===== src/urb_pkg.sv =====
package urb_pkg;

  localparam int unsigned RING_DEPTH = 64;
  localparam int unsigned PTR_W      = $clog2(RING_DEPTH);

  localparam logic [7:0] CHAR_CR = 8'h0D;
  localparam logic [7:0] CHAR_LF = 8'h0A;

  typedef logic [PTR_W-1:0] ptr_t;

  typedef enum logic [2:0] {
    REQ_CPU_WRITE  = 3'd0,
    REQ_CPU_READ   = 3'd1,
    REQ_LINE_RX    = 3'd2,
    REQ_LINE_TX    = 3'd3,
    REQ_CLR_RX_OVR = 3'd4,
    REQ_CLR_TX_OVR = 3'd5,
    REQ_FLUSH_RX   = 3'd6,
    REQ_FLUSH_TX   = 3'd7
  } req_type_e;

  // Commands from the controller to the datapath
  typedef struct packed {
    logic latch;   // capture the request beat
    logic insert;  // push the line-end byte ahead of a cpu write, if one is due
    logic exec;    // carry out the request
    logic load;    // fill the result register
  } urb_cmd_t;

  typedef struct packed {
    logic out_full;  // result register still holds an untaken beat
  } urb_sts_t;

  function automatic ptr_t ptr_next(ptr_t p);
    ptr_t n;
    n = (p == ptr_t'(RING_DEPTH - 1)) ? '0 : p + ptr_t'(1);
    return n;
  endfunction

endpackage


===== src/urb_req_if.sv =====
interface urb_req_if;
  import urb_pkg::*;

  logic       valid;
  logic       ready;
  logic [2:0] req_type;
  logic [7:0] data_byte;
  logic       line_error;

  modport source (output valid, output req_type, output data_byte, output line_error,
                  input ready);
  modport sink   (input valid, input req_type, input data_byte, input line_error,
                  output ready);
endinterface


===== src/urb_rsp_if.sv =====
interface urb_rsp_if;
  import urb_pkg::*;

  logic       valid;
  logic       ready;
  logic [7:0] read_byte;
  logic       read_valid;
  logic [7:0] tx_byte;
  logic       tx_valid;
  logic       flag_value;
  logic       tx_busy;

  modport source (output valid, output read_byte, output read_valid, output tx_byte,
                  output tx_valid, output flag_value, output tx_busy, input ready);
  modport sink   (input valid, input read_byte, input read_valid, input tx_byte,
                  input tx_valid, input flag_value, input tx_busy, output ready);
endinterface


===== src/urb_ram.sv =====
module urb_ram #(
  parameter int unsigned WIDTH = 8,
  parameter int unsigned DEPTH = 64
) (
  input  logic                     clk_i,
  input  logic                     we_i,
  input  logic [$clog2(DEPTH)-1:0] waddr_i,
  input  logic [WIDTH-1:0]         wdata_i,
  input  logic                     re_i,
  input  logic [$clog2(DEPTH)-1:0] raddr_i,
  output logic [WIDTH-1:0]         rdata_o
);

  logic [WIDTH-1:0] mem_q [DEPTH];
  logic [WIDTH-1:0] rdata_q;

  always_ff @(posedge clk_i) begin
    if (we_i) begin
      mem_q[waddr_i] <= wdata_i;
    end
    if (re_i) begin
      rdata_q <= mem_q[raddr_i];
    end
  end

  assign rdata_o = rdata_q;

endmodule


===== src/urb_ctrl.sv =====
module urb_ctrl import urb_pkg::*; (
  input  logic     clk_i,
  input  logic     rst_ni,
  input  logic     req_valid_i,
  output logic     req_ready_o,
  input  urb_sts_t sts_i,
  output urb_cmd_t cmd_o
);

  typedef enum logic [1:0] {
    ST_IDLE,
    ST_INSERT,
    ST_EXEC,
    ST_LOAD
  } state_e;

  state_e state_q, state_d;

  always_comb begin
    state_d = state_q;
    cmd_o   = '0;
    unique case (state_q)
      ST_IDLE: begin
        cmd_o.latch = req_valid_i;
        if (req_valid_i) state_d = ST_INSERT;
      end
      ST_INSERT: begin
        cmd_o.insert = 1'b1;
        state_d      = ST_EXEC;
      end
      ST_EXEC: begin
        cmd_o.exec = 1'b1;
        state_d    = ST_LOAD;
      end
      ST_LOAD: begin
        // hold until the previous result beat has gone
        if (!sts_i.out_full) begin
          cmd_o.load = 1'b1;
          state_d    = ST_IDLE;
        end
      end
      default: state_d = ST_IDLE;
    endcase
  end

  always_ff @(posedge clk_i or negedge rst_ni) begin
    if (!rst_ni) begin
      state_q <= ST_IDLE;
    end else begin
      state_q <= state_d;
    end
  end

  assign req_ready_o = (state_q == ST_IDLE);

endmodule


===== src/urb_dp.sv =====
module urb_dp import urb_pkg::*; (
  input  logic       clk_i,
  input  logic       rst_ni,
  input  urb_cmd_t   cmd_i,
  output urb_sts_t   sts_o,
  input  logic [2:0] req_type_i,
  input  logic [7:0] data_byte_i,
  input  logic       line_error_i,
  output logic       rsp_valid_o,
  input  logic       rsp_ready_i,
  output logic [7:0] read_byte_o,
  output logic       read_valid_o,
  output logic [7:0] tx_byte_o,
  output logic       tx_valid_o,
  output logic       flag_value_o,
  output logic       tx_busy_o
);

  req_type_e  type_q;
  logic [7:0] data_q;
  logic       lerr_q;

  ptr_t rx_wp_q, rx_rp_q, tx_wp_q, tx_rp_q;
  logic rx_ovr_q, tx_ovr_q, rx_acc_q;
  logic [7:0] last_q;
  logic rvalid_q, tvalid_q, flag_q;

  logic       out_valid_q;
  logic [7:0] read_byte_q, tx_byte_q;
  logic       read_valid_q, tx_valid_q, flag_value_q, tx_busy_q;

  ptr_t rx_wn, rx_rn, tx_wn, tx_rn;
  logic rx_empty, rx_full, tx_empty, tx_full;
  logic is_write, need_ins, push_en, tx_we, rx_we, rx_re, tx_re;
  logic [7:0] ins_char, push_char, rx_rdata, tx_rdata;

  assign rx_wn    = ptr_next(rx_wp_q);
  assign rx_rn    = ptr_next(rx_rp_q);
  assign tx_wn    = ptr_next(tx_wp_q);
  assign tx_rn    = ptr_next(tx_rp_q);
  assign rx_empty = (rx_wp_q == rx_rp_q);
  assign tx_empty = (tx_wp_q == tx_rp_q);
  assign rx_full  = (rx_wn == rx_rp_q);
  assign tx_full  = (tx_wn == tx_rp_q);

  // CR not followed by LF gets an LF; a bare LF gets a CR ahead of it
  assign is_write  = (type_q == REQ_CPU_WRITE);
  assign need_ins  = is_write && (((last_q == CHAR_CR) && (data_q != CHAR_LF)) ||
                                  ((data_q == CHAR_LF) && (last_q != CHAR_CR)));
  assign ins_char  = (last_q == CHAR_CR) ? CHAR_LF : CHAR_CR;
  assign push_en   = (cmd_i.insert && need_ins) || (cmd_i.exec && is_write);
  assign push_char = cmd_i.insert ? ins_char : data_q;
  assign tx_we     = push_en && !tx_full;

  assign rx_we = cmd_i.exec && (type_q == REQ_LINE_RX) && rx_acc_q && !rx_full;
  assign rx_re = cmd_i.exec && (type_q == REQ_CPU_READ) && !rx_empty;
  assign tx_re = cmd_i.exec && (type_q == REQ_LINE_TX) && !tx_empty;

  urb_ram #(.WIDTH(8), .DEPTH(RING_DEPTH)) u_rx_ram (
    .clk_i   (clk_i),
    .we_i    (rx_we),
    .waddr_i (rx_wn),
    .wdata_i (data_q),
    .re_i    (rx_re),
    .raddr_i (rx_rn),
    .rdata_o (rx_rdata)
  );

  urb_ram #(.WIDTH(8), .DEPTH(RING_DEPTH)) u_tx_ram (
    .clk_i   (clk_i),
    .we_i    (tx_we),
    .waddr_i (tx_wn),
    .wdata_i (push_char),
    .re_i    (tx_re),
    .raddr_i (tx_rn),
    .rdata_o (tx_rdata)
  );

  always_ff @(posedge clk_i) begin
    if (cmd_i.latch) begin
      type_q <= req_type_e'(req_type_i);
      data_q <= data_byte_i;
      lerr_q <= line_error_i;
    end
    if (cmd_i.exec) begin
      rvalid_q <= rx_re;
      tvalid_q <= tx_re;
      flag_q   <= ((type_q == REQ_CLR_RX_OVR) && rx_ovr_q) ||
                  ((type_q == REQ_CLR_TX_OVR) && tx_ovr_q);
    end
    if (cmd_i.load) begin
      read_byte_q  <= rvalid_q ? rx_rdata : 8'h00;
      read_valid_q <= rvalid_q;
      tx_byte_q    <= tvalid_q ? tx_rdata : 8'h00;
      tx_valid_q   <= tvalid_q;
      flag_value_q <= flag_q;
      tx_busy_q    <= !tx_empty;
    end
  end

  always_ff @(posedge clk_i or negedge rst_ni) begin
    if (!rst_ni) begin
      rx_wp_q     <= '0;
      rx_rp_q     <= '0;
      tx_wp_q     <= '0;
      tx_rp_q     <= '0;
      rx_ovr_q    <= 1'b0;
      tx_ovr_q    <= 1'b0;
      rx_acc_q    <= 1'b1;
      last_q      <= '0;
      out_valid_q <= 1'b0;
    end else begin
      if (push_en) begin
        if (tx_full) begin
          tx_ovr_q <= 1'b1;
        end else begin
          tx_wp_q <= tx_wn;
          last_q  <= push_char;
        end
      end
      if (cmd_i.exec) begin
        unique case (type_q)
          REQ_CPU_WRITE: ;
          REQ_CPU_READ: begin
            if (!rx_empty) begin
              rx_rp_q  <= rx_rn;
              rx_acc_q <= 1'b1;
            end
          end
          REQ_LINE_RX: begin
            if (rx_acc_q) begin
              if (rx_full) begin
                rx_ovr_q <= 1'b1;
                rx_acc_q <= 1'b0;
              end else begin
                rx_wp_q <= rx_wn;
              end
            end
            if (lerr_q) rx_ovr_q <= 1'b1;
          end
          REQ_LINE_TX: begin
            if (!tx_empty) tx_rp_q <= tx_rn;
          end
          REQ_CLR_RX_OVR: begin
            rx_ovr_q <= 1'b0;
            rx_acc_q <= 1'b1;
          end
          REQ_CLR_TX_OVR: tx_ovr_q <= 1'b0;
          REQ_FLUSH_RX: begin
            rx_wp_q  <= '0;
            rx_rp_q  <= '0;
            rx_acc_q <= 1'b1;
          end
          REQ_FLUSH_TX: begin
            tx_wp_q <= '0;
            tx_rp_q <= '0;
          end
          default: ;
        endcase
      end
      if (cmd_i.load) begin
        out_valid_q <= 1'b1;
      end else if (rsp_ready_i) begin
        out_valid_q <= 1'b0;
      end
    end
  end

  assign sts_o.out_full = out_valid_q;
  assign rsp_valid_o    = out_valid_q;
  assign read_byte_o    = read_byte_q;
  assign read_valid_o   = read_valid_q;
  assign tx_byte_o      = tx_byte_q;
  assign tx_valid_o     = tx_valid_q;
  assign flag_value_o   = flag_value_q;
  assign tx_busy_o      = tx_busy_q;

endmodule


===== src/uart_ring_buffers_crlf.sv =====
// A result beat is offered once its request beat has passed the line-end insert
// slot, execute with ring memory access and result load; the load waits while
// the previous result is untaken. One request is handled at a time; a new
// request is taken while the previous result still waits in the output register.
// Reset (asynchronous, active low): rings empty, overrun flags clear, reception
// enabled, last tx-ring byte zero; ring memories need no clearing pass.
module uart_ring_buffers_crlf import urb_pkg::*; (
  input  logic          clk_i,
  input  logic          rst_ni,
  urb_req_if.sink       req_i,
  urb_rsp_if.source     rsp_o
);

  urb_cmd_t cmd;
  urb_sts_t sts;

  urb_ctrl u_ctrl (
    .clk_i       (clk_i),
    .rst_ni      (rst_ni),
    .req_valid_i (req_i.valid),
    .req_ready_o (req_i.ready),
    .sts_i       (sts),
    .cmd_o       (cmd)
  );

  urb_dp u_dp (
    .clk_i        (clk_i),
    .rst_ni       (rst_ni),
    .cmd_i        (cmd),
    .sts_o        (sts),
    .req_type_i   (req_i.req_type),
    .data_byte_i  (req_i.data_byte),
    .line_error_i (req_i.line_error),
    .rsp_valid_o  (rsp_o.valid),
    .rsp_ready_i  (rsp_o.ready),
    .read_byte_o  (rsp_o.read_byte),
    .read_valid_o (rsp_o.read_valid),
    .tx_byte_o    (rsp_o.tx_byte),
    .tx_valid_o   (rsp_o.tx_valid),
    .flag_value_o (rsp_o.flag_value),
    .tx_busy_o    (rsp_o.tx_busy)
  );

endmodule


===== src/flat_wrapper.sv =====
// flat-port wrapper written by rule: the top's interface ports become plain ports
module uart_ring_buffers_crlf_flat import urb_pkg::*;
  (clk_i, rst_ni, req_i_valid, req_i_req_type, req_i_data_byte, req_i_line_error, req_i_ready, rsp_o_valid, rsp_o_read_byte, rsp_o_read_valid, rsp_o_tx_byte, rsp_o_tx_valid, rsp_o_flag_value, rsp_o_tx_busy, rsp_o_ready);
  urb_req_if req_i_i ();
  urb_rsp_if rsp_o_i ();
  input  logic clk_i;
  input  logic rst_ni;
  input wire logic [$bits(req_i_i.valid)-1:0] req_i_valid;
  input wire logic [$bits(req_i_i.req_type)-1:0] req_i_req_type;
  input wire logic [$bits(req_i_i.data_byte)-1:0] req_i_data_byte;
  input wire logic [$bits(req_i_i.line_error)-1:0] req_i_line_error;
  output wire logic [$bits(req_i_i.ready)-1:0] req_i_ready;
  output wire logic [$bits(rsp_o_i.valid)-1:0] rsp_o_valid;
  output wire logic [$bits(rsp_o_i.read_byte)-1:0] rsp_o_read_byte;
  output wire logic [$bits(rsp_o_i.read_valid)-1:0] rsp_o_read_valid;
  output wire logic [$bits(rsp_o_i.tx_byte)-1:0] rsp_o_tx_byte;
  output wire logic [$bits(rsp_o_i.tx_valid)-1:0] rsp_o_tx_valid;
  output wire logic [$bits(rsp_o_i.flag_value)-1:0] rsp_o_flag_value;
  output wire logic [$bits(rsp_o_i.tx_busy)-1:0] rsp_o_tx_busy;
  input wire logic [$bits(rsp_o_i.ready)-1:0] rsp_o_ready;
  assign req_i_i.valid = req_i_valid;
  assign req_i_i.req_type = req_i_req_type;
  assign req_i_i.data_byte = req_i_data_byte;
  assign req_i_i.line_error = req_i_line_error;
  assign req_i_ready = req_i_i.ready;
  assign rsp_o_valid = rsp_o_i.valid;
  assign rsp_o_read_byte = rsp_o_i.read_byte;
  assign rsp_o_read_valid = rsp_o_i.read_valid;
  assign rsp_o_tx_byte = rsp_o_i.tx_byte;
  assign rsp_o_tx_valid = rsp_o_i.tx_valid;
  assign rsp_o_flag_value = rsp_o_i.flag_value;
  assign rsp_o_tx_busy = rsp_o_i.tx_busy;
  assign rsp_o_i.ready = rsp_o_ready;
  uart_ring_buffers_crlf u_core (.clk_i(clk_i), .rst_ni(rst_ni), .req_i(req_i_i), .rsp_o(rsp_o_i));
endmodule

===== config.mk =====
export PLATFORM = sky130hd
export DESIGN_NAME = uart_ring_buffers_crlf_flat
export DESIGN_NICKNAME = d
export VERILOG_FILES = /design/src/urb_pkg.sv /design/src/urb_req_if.sv /design/src/urb_rsp_if.sv /design/src/urb_ram.sv /design/src/urb_ctrl.sv /design/src/urb_dp.sv /design/src/uart_ring_buffers_crlf.sv /design/src/flat_wrapper.sv
export SDC_FILE = /design/constraint.sdc
export NUM_CORES = 1
export LEC_CHECK = 0
export BUFFER_PORTS_ARGS = -buffer_cell sky130_fd_sc_hd__buf_2
export CORE_ASPECT_RATIO = 0.8
export CORE_MARGIN = 1.5
export CORE_UTILIZATION = 25
export DETAILED_ROUTE_END_ITERATION = 10
export GPL_TIMING_DRIVEN = 0
export PLACE_DENSITY = 0.38
export SYNTH_ARGS = -nofsm -noshare
export SYNTH_HDL_FRONTEND = slang
export SYNTH_HIERARCHICAL = 1
export SYNTH_SLANG_ARGS = --single-unit

===== constraint.sdc =====
create_clock -name clk_i -period 4.7 [get_ports clk_i]
set_clock_uncertainty 0.15 [all_clocks]
set_input_delay 0.94 -clock clk_i [delete_from_list [all_inputs] [get_ports clk_i]]
set_output_delay 0.94 -clock clk_i [all_outputs]
set_load 0.005 [all_outputs]

# Word level (Yosys, flattened, before mapping)
# Memory sizes are Yosys's and may differ from the RTL's. A register that Yosys moved wholly into a read port is not among the register bits.
# Cells that the tools add are included.
[word_totals] register_bits=73 latchBits=0 ramBits=1024 romBits=0 in_bits=16 output_inout_bits=22 word_cells=140 n_memories=2
[classes] n_addsub=4 n_mul=0 div=0 n_lt_le_gt_ge=0 eq_ne=30 shifts=0 muxes=43 n_bitwise=1 n_reduce_logical=38
[mem_list] name="u_core.u_dp.u_rx_ram.mem_q" depth=64 word_bits=8 read_ports=1 rd_clocked_by_memory_dff=1 write_ports=1 line_no="urb_ram.sv:14" source="logic [WIDTH-1:0] mem_q [DEPTH];"
[mem_list] name="u_core.u_dp.u_tx_ram.mem_q" depth=64 word_bits=8 read_ports=1 rd_clocked_by_memory_dff=1 write_ports=1 line_no="urb_ram.sv:14"
[ops] op="$mux W6" n=12
[ops] op="$pmux W6 S2" n=3
[ops] op="$add A6 B1 Y6 const B" n=4
[ops] op="$eq A6 B6 Y1" n=4
[ops] op="$eq A6 B6 Y1 const B" n=4
[ops] op="$mux W1" n=21
[ops] op="$eq A8 B4 Y1 const B" n=2
[ops] op="$ne A8 B4 Y1 const B" n=2
[ops] op="$logic_and A1 B1 Y1" n=15
[ops] op="$eq A3 B3 Y1 const B" n=4
[ops] op="$ne A2 B2 Y1 const B" n=6
[ops] op="$reduce_bool A2 Y1" n=5
[ops] op="$reduce_and A3 Y1" n=3
[ops] op="$mux W8" n=1
[ops] op="$pmux W2 S4" n=1
[ops] op="$reduce_and A4 Y1" n=2
[ops] op="$eq A3 B2 Y1 const B" n=2
[ops] op="$ne A3 B3 Y1 const B" n=2
[ops] op="$eq A2 B2 Y1 const B" n=2
[ops] op="$logic_not A1 Y1" n=4
[ops] op="$mux W2" n=2
[ops] op="$reduce_and A2 Y1" n=2
[ops] op="$eq A3 B1 Y1 const B" n=1
[ops] op="$logic_not A3 Y1" n=1
[ops] op="9 further kinds" n=11

# Logic depth before layout (Yosys ltp)
[logic_depth] word_depth=9 mapped_depth=12 depth_no_buf=10

# Hierarchy
# Netlist, hierarchy kept.
[modules_own_cells] module="urb_ram" instances=2 cells_each=940 area_each_um2=20246.9 seq_area_each_um2=15615.0
[modules_own_cells] module="urb_dp" instances=1 cells_each=346 area_each_um2=3846.2 seq_area_each_um2=1953.1
[modules_own_cells] module="urb_ctrl" instances=1 cells_each=17 area_each_um2=170.2 seq_area_each_um2=50.0

# Worst setup path after synthesis
# Ideal clock, no wire load.
[synth_path] kind="register -> register" startpoint="register u_core.u_dp.data_q[1]" endpoint="memory u_core.u_dp.u_tx_ram.mem_q[0][1] (data pin)" setup_time_ns=0.710 t_arrival_ns=3.743 required_time_ns=3.840 setup_slack_ns=0.097 path_stages_with_launch=3 path_buffers=0 period_less_slack_ns=4.603 cell_sequence="edfxtp_1 -> inv_1 -> o21ai_0"
[synth_via] elab_chain_cells=1
[synth_rtl] item="from (decl)" line_no="urb_dp.sv:20" source="logic [7:0] data_q;"
[synth_rtl] item="from (signal assigned)" line_no="urb_dp.sv:82" source="data_q <= data_byte_i;"
[synth_rtl] item="$mux W8" line_no="urb_dp.sv:52" source="assign push_char = cmd_i.insert ? ins_char : data_q;"
[synth_rtl] item="named net u_core.u_dp.push_char[1]" line_no="urb_dp.sv:35" source="logic [7:0] ins_char, push_char, rx_rdata, tx_rdata;"
[synth_rtl] item="to (decl)" line_no="urb_ram.sv:14"
# The timed path passes the listed nets, and every way through them passes these cells.

==> impl_metrics.csv <==
group,metric,value,unit
setup_path,startpoint_type,"flip-flop",
sta,fin_crit_sh,99.5,%
drt,drt-initial-drc-count,2229,
drt,finalWirelength,133000,um
drt,final_antenna_net_count,0,
run,drv_cap,0,
setup_path,arrival,4.92,ns
synthesis,synth.distinct_cells,79,
sta,holdWs,0.198,ns
setup_path,endpoint_kind,"flip-flop",
drt,drc,0,
setup_path,ff2ff_setup_slack,0.03,ns
sta,relSlewSlack,21.0,%
pwr,peakVddDrop,0.000398,V
sta,tns,0,ns
clocking,h-tree-depth,4,
synthesis,synth_edf_count,1075,
clocking,cts-root-buf,"clkbuf_16",
finish,n_fill_cell,17174,
synthesis,avgSynthCellArea,19.8,um^2
run_status,outcome,"complete, no violations",
drt,vias,23189,
finish,fin_cells,4940,
synthesis,synthTopCellsByArea,"edfxtp_1 (73%), mux4_2 (13%), dfrtp_1 (2.1%), nor2_1 (1.5%), mux2i_1 (1.2%)",
sta,tightest_slew,1.18,ns
setup_path,worstPathRequired,4.94,ns
setup_path,worstRegToRegCells,12,
synthesis,syn_area,44500,um^2
grt,grt_pass1_wl,185000,um
synthesis,synth_cells,2243,
clocking,path_clk_slew,0.06,ns
synthesis,syn_nets,2267,
clocking,cts.sinks,1113,
floorplanning,start_util,25.2,%
clocking,cts_tree,"done",
finish,finalNetCount,2481,
placed_design,place_inst,4696,
grt,grt_pass1_vias,23645,
clocking,clockBufferDepth,3,
worst_hold_path,hold_class,"in -> async",
sta,fmax,214,MHz
synthesis,ys.flop_type,"edfxtp_1",
floorplanning,coreArea,177000,um^2
setup_path,reg2reg_to,"u_core/u_dp/u_tx_ram/mem_q[20][4]",
floorplanning,die_height,380,um
grt,grtUsageTotal,14.7,%
clocking,cts_buffers,132,
drt,dr.pass1.iters,5,
sta,rsz0062_at_grt,"true",
floorplanning,ios,38,
floorplanning,placementRows,138,
sta,slew_violations,0,
floorplanning,fp.dieArea,181000,um^2
synthesis,ys_ff_latch,1113,
synthesis,synth_top_area_cell,"edfxtp_1",
finish,final_util,30.2,%
finish,drive_above_1_share,30.9,%
setup_path,r2r-start,"u_core/u_ctrl/state_q[0]",
floorplanning,fp.dieW,475,um
finish,synthToLayoutAreaGrowth,19.9,%
pwr,power.total,32.2,mW
clocking,insertion_delay,0.75,ns
sta,finalSetupViolCount,0,
drt,wl_per_cell,26.9,um
setup_path,crit_fanout,10,
synthesis,synth_top_area_share,72.5,%
synthesis,yosys_warnings,6,
grt,grt_overflow,0,
drt,viasPerCell,4.69,
grt,grt_antenna_before_repair,9,
sta,hold_viol_final,0,
synthesis,yosysSeqAreaShare,74.7,%
pwr,pwr_density_cell,602,nW/um^2
sta,period_needed,4.67,ns
synthesis,async_reset_ff_share,3.41,%
pwr,p_leak,16.5,nW
placed_design,place_congestion,0.821,
grt,grt_max_degree,66,
placed_design,dp_hpwl,90500,um
setup_path,critPathKind,"reg -> reg",
placed_design,io_buffers,37,
[what timing repair did]
action                                  in CTS  in global routing
endpoints found under the setup margin     956                900
cloned                                       0                  0
resized for setup                          125                 61
setup buffers                                3                  7
hold buffers                                 0                  0
[layout make-up]
type / count / area, um^2 / area share (%)
diodes: 4 / 10.0 / 0.0188
multi-input cells: 992 / 11200 / 21.0
clock inverters: 72 / 614 / 1.15
plain buffers: 120 / 746 / 1.40
flip-flops and latches: 1113 / 33200 / 62.3
well taps: 2380 / 2980 / 5.58
repair buffers: 83 / 1030 / 1.93
inverters: 15 / 56.3 / 0.106
clock buffers: 161 / 3510 / 6.57
[kinds of logic after synthesis]
group,count (synthesis),share of synthesized area [%]
XOR/XNOR,27,0.531
buffers and inverters,138,1.82
adder cells (fa/ha/maj),8,0.225
flip-flops,1113,74.7
multiplexers,348,15.1
AND/OR/NAND/NOR,429,4.63
AO/OA/AOI/OAI,180,3.05
[where the power goes]
group / switching [mW] / total [mW] / internal [mW]
Combinational: 6.52 / 10.4 / 3.88
Sequential: 0.181 / 12.0 / 11.8
Clock: 4.02 / 9.77 / 5.74
Total: 10.7 / 32.2 / 21.4
[worst max path at each step]
stage | end | from | depth (start not counted)
detailed placement | u_core/u_dp/u_rx_ram/mem_q[6][1] | u_core/u_dp/rx_wp_q[1] | 11
CTS | u_core/u_dp/u_rx_ram/mem_q[10][1] | u_core/u_dp/rx_wp_q[1] | 10
global placement | u_core/u_dp/u_tx_ram/mem_q[24][1] | u_core/u_dp/data_q[1] | 2
global route | u_core/u_dp/u_tx_ram/mem_q[20][2] | u_core/u_ctrl/state_q[0] | 12
floorplan | u_core/u_dp/u_tx_ram/mem_q[0][1] | u_core/u_dp/data_q[1] | 2
finish | u_core/u_dp/u_tx_ram/mem_q[20][4] | u_core/u_ctrl/state_q[0] | 12
[registers in the layout, summed over array words and instances (netlist names), 8 cells and up]
register,flops
u_core/u_dp/u_rx_ram/mem_q,512
u_core/u_dp/u_tx_ram/rdata_o,8
u_core/u_dp/read_byte_o,8
u_core/u_dp/tx_byte_o,8
u_core/u_dp/u_rx_ram/rdata_o,8
u_core/u_dp/data_q,8
u_core/u_dp/u_tx_ram/mem_q,512
u_core/u_dp/last_q,8
[worst max-delay path: stages, from the launching register on]
cell and delay (ns):
dfrtp_1 0.41, inv_1 0.10, ha_1 0.45, clkbuf_1 0.37
nor2b_1 0.29, nand2_1 0.14, nand2_1 0.15, o21ai_4 0.11
buf_12 0.18, inv_1 0.17, nor2b_1 0.36, nand2_1 0.66
nor2_2 0.75
[cells in the mapped netlist (all sizes together), types with 4 or more instances]
master,instances
edfxtp,1075
mux4,252
nor2,179
buf,78
nand2,67
mux2i,53
clkbuf,45
mux2,43
nor2b,41
nand3,39
dfrtp,37
and2,25
o21ai,23
nor3,19
a21oi,17
o221ai,17
o22ai,17
xor2,17
inv,15
nand2b,15
a221oi,12
xnor2,10
a211oi,8
a22o,8
ha,8
nand3b,7
o2111ai,7
a22oi,6
a31oi,6
and3,6
nand4,6
o21a,6
o2bb2ai,6
a2111oi,5
a21boi,5
nor4,5
o32ai,5
nand4b,4
o221a,4
o41ai,4
or2,4
[placed cells by master, fill, tap and decap left out, types with 19 or more instances in the layout]
| cell type | instances |
|---|---|
| buf_2 | 66 |
| nand2_1 | 63 |
| nand3_1 | 33 |
| clkbuf_1 | 64 |
| dfrtp_1 | 37 |
| edfxtp_1 | 1075 |
| nor2_4 | 53 |
| clkinv_1 | 30 |
| buf_16 | 19 |
| buf_4 | 39 |
| nor2_1 | 66 |
| mux4_2 | 252 |
| mux2i_1 | 53 |
| and2_1 | 23 |
| nor2b_1 | 35 |
| nor2_2 | 60 |
| mux2_2 | 37 |
| clkbuf_16 | 136 |
[layer usage]
layer / part of all wire (%) / vias up / global-route usage (%) / wire length (um)
met1: 49 / 12621 / 22.2 / 65300
li1: - / 9677 / - / -
met2: 42 / 712 / 20.7 / 56200
met5: 0 / - / 0 / 0
met4: 2.1 / 0 / 3.98 / 2750
met3: 6.6 / 179 / 3.61 / 8740
[stage by stage]
step / area (um^2) / worst slack [ns]
after floorplan: 44500 / 0.0969
after global placement: 47700 / -5.81
after detailed placement: 48600 / -0.505
after CTS: 53100 / -0.209
after global routing: 53400 / -0.234
final: 53400 / 0.0254
Note: power is estimated with default switching activity, not from simulation.
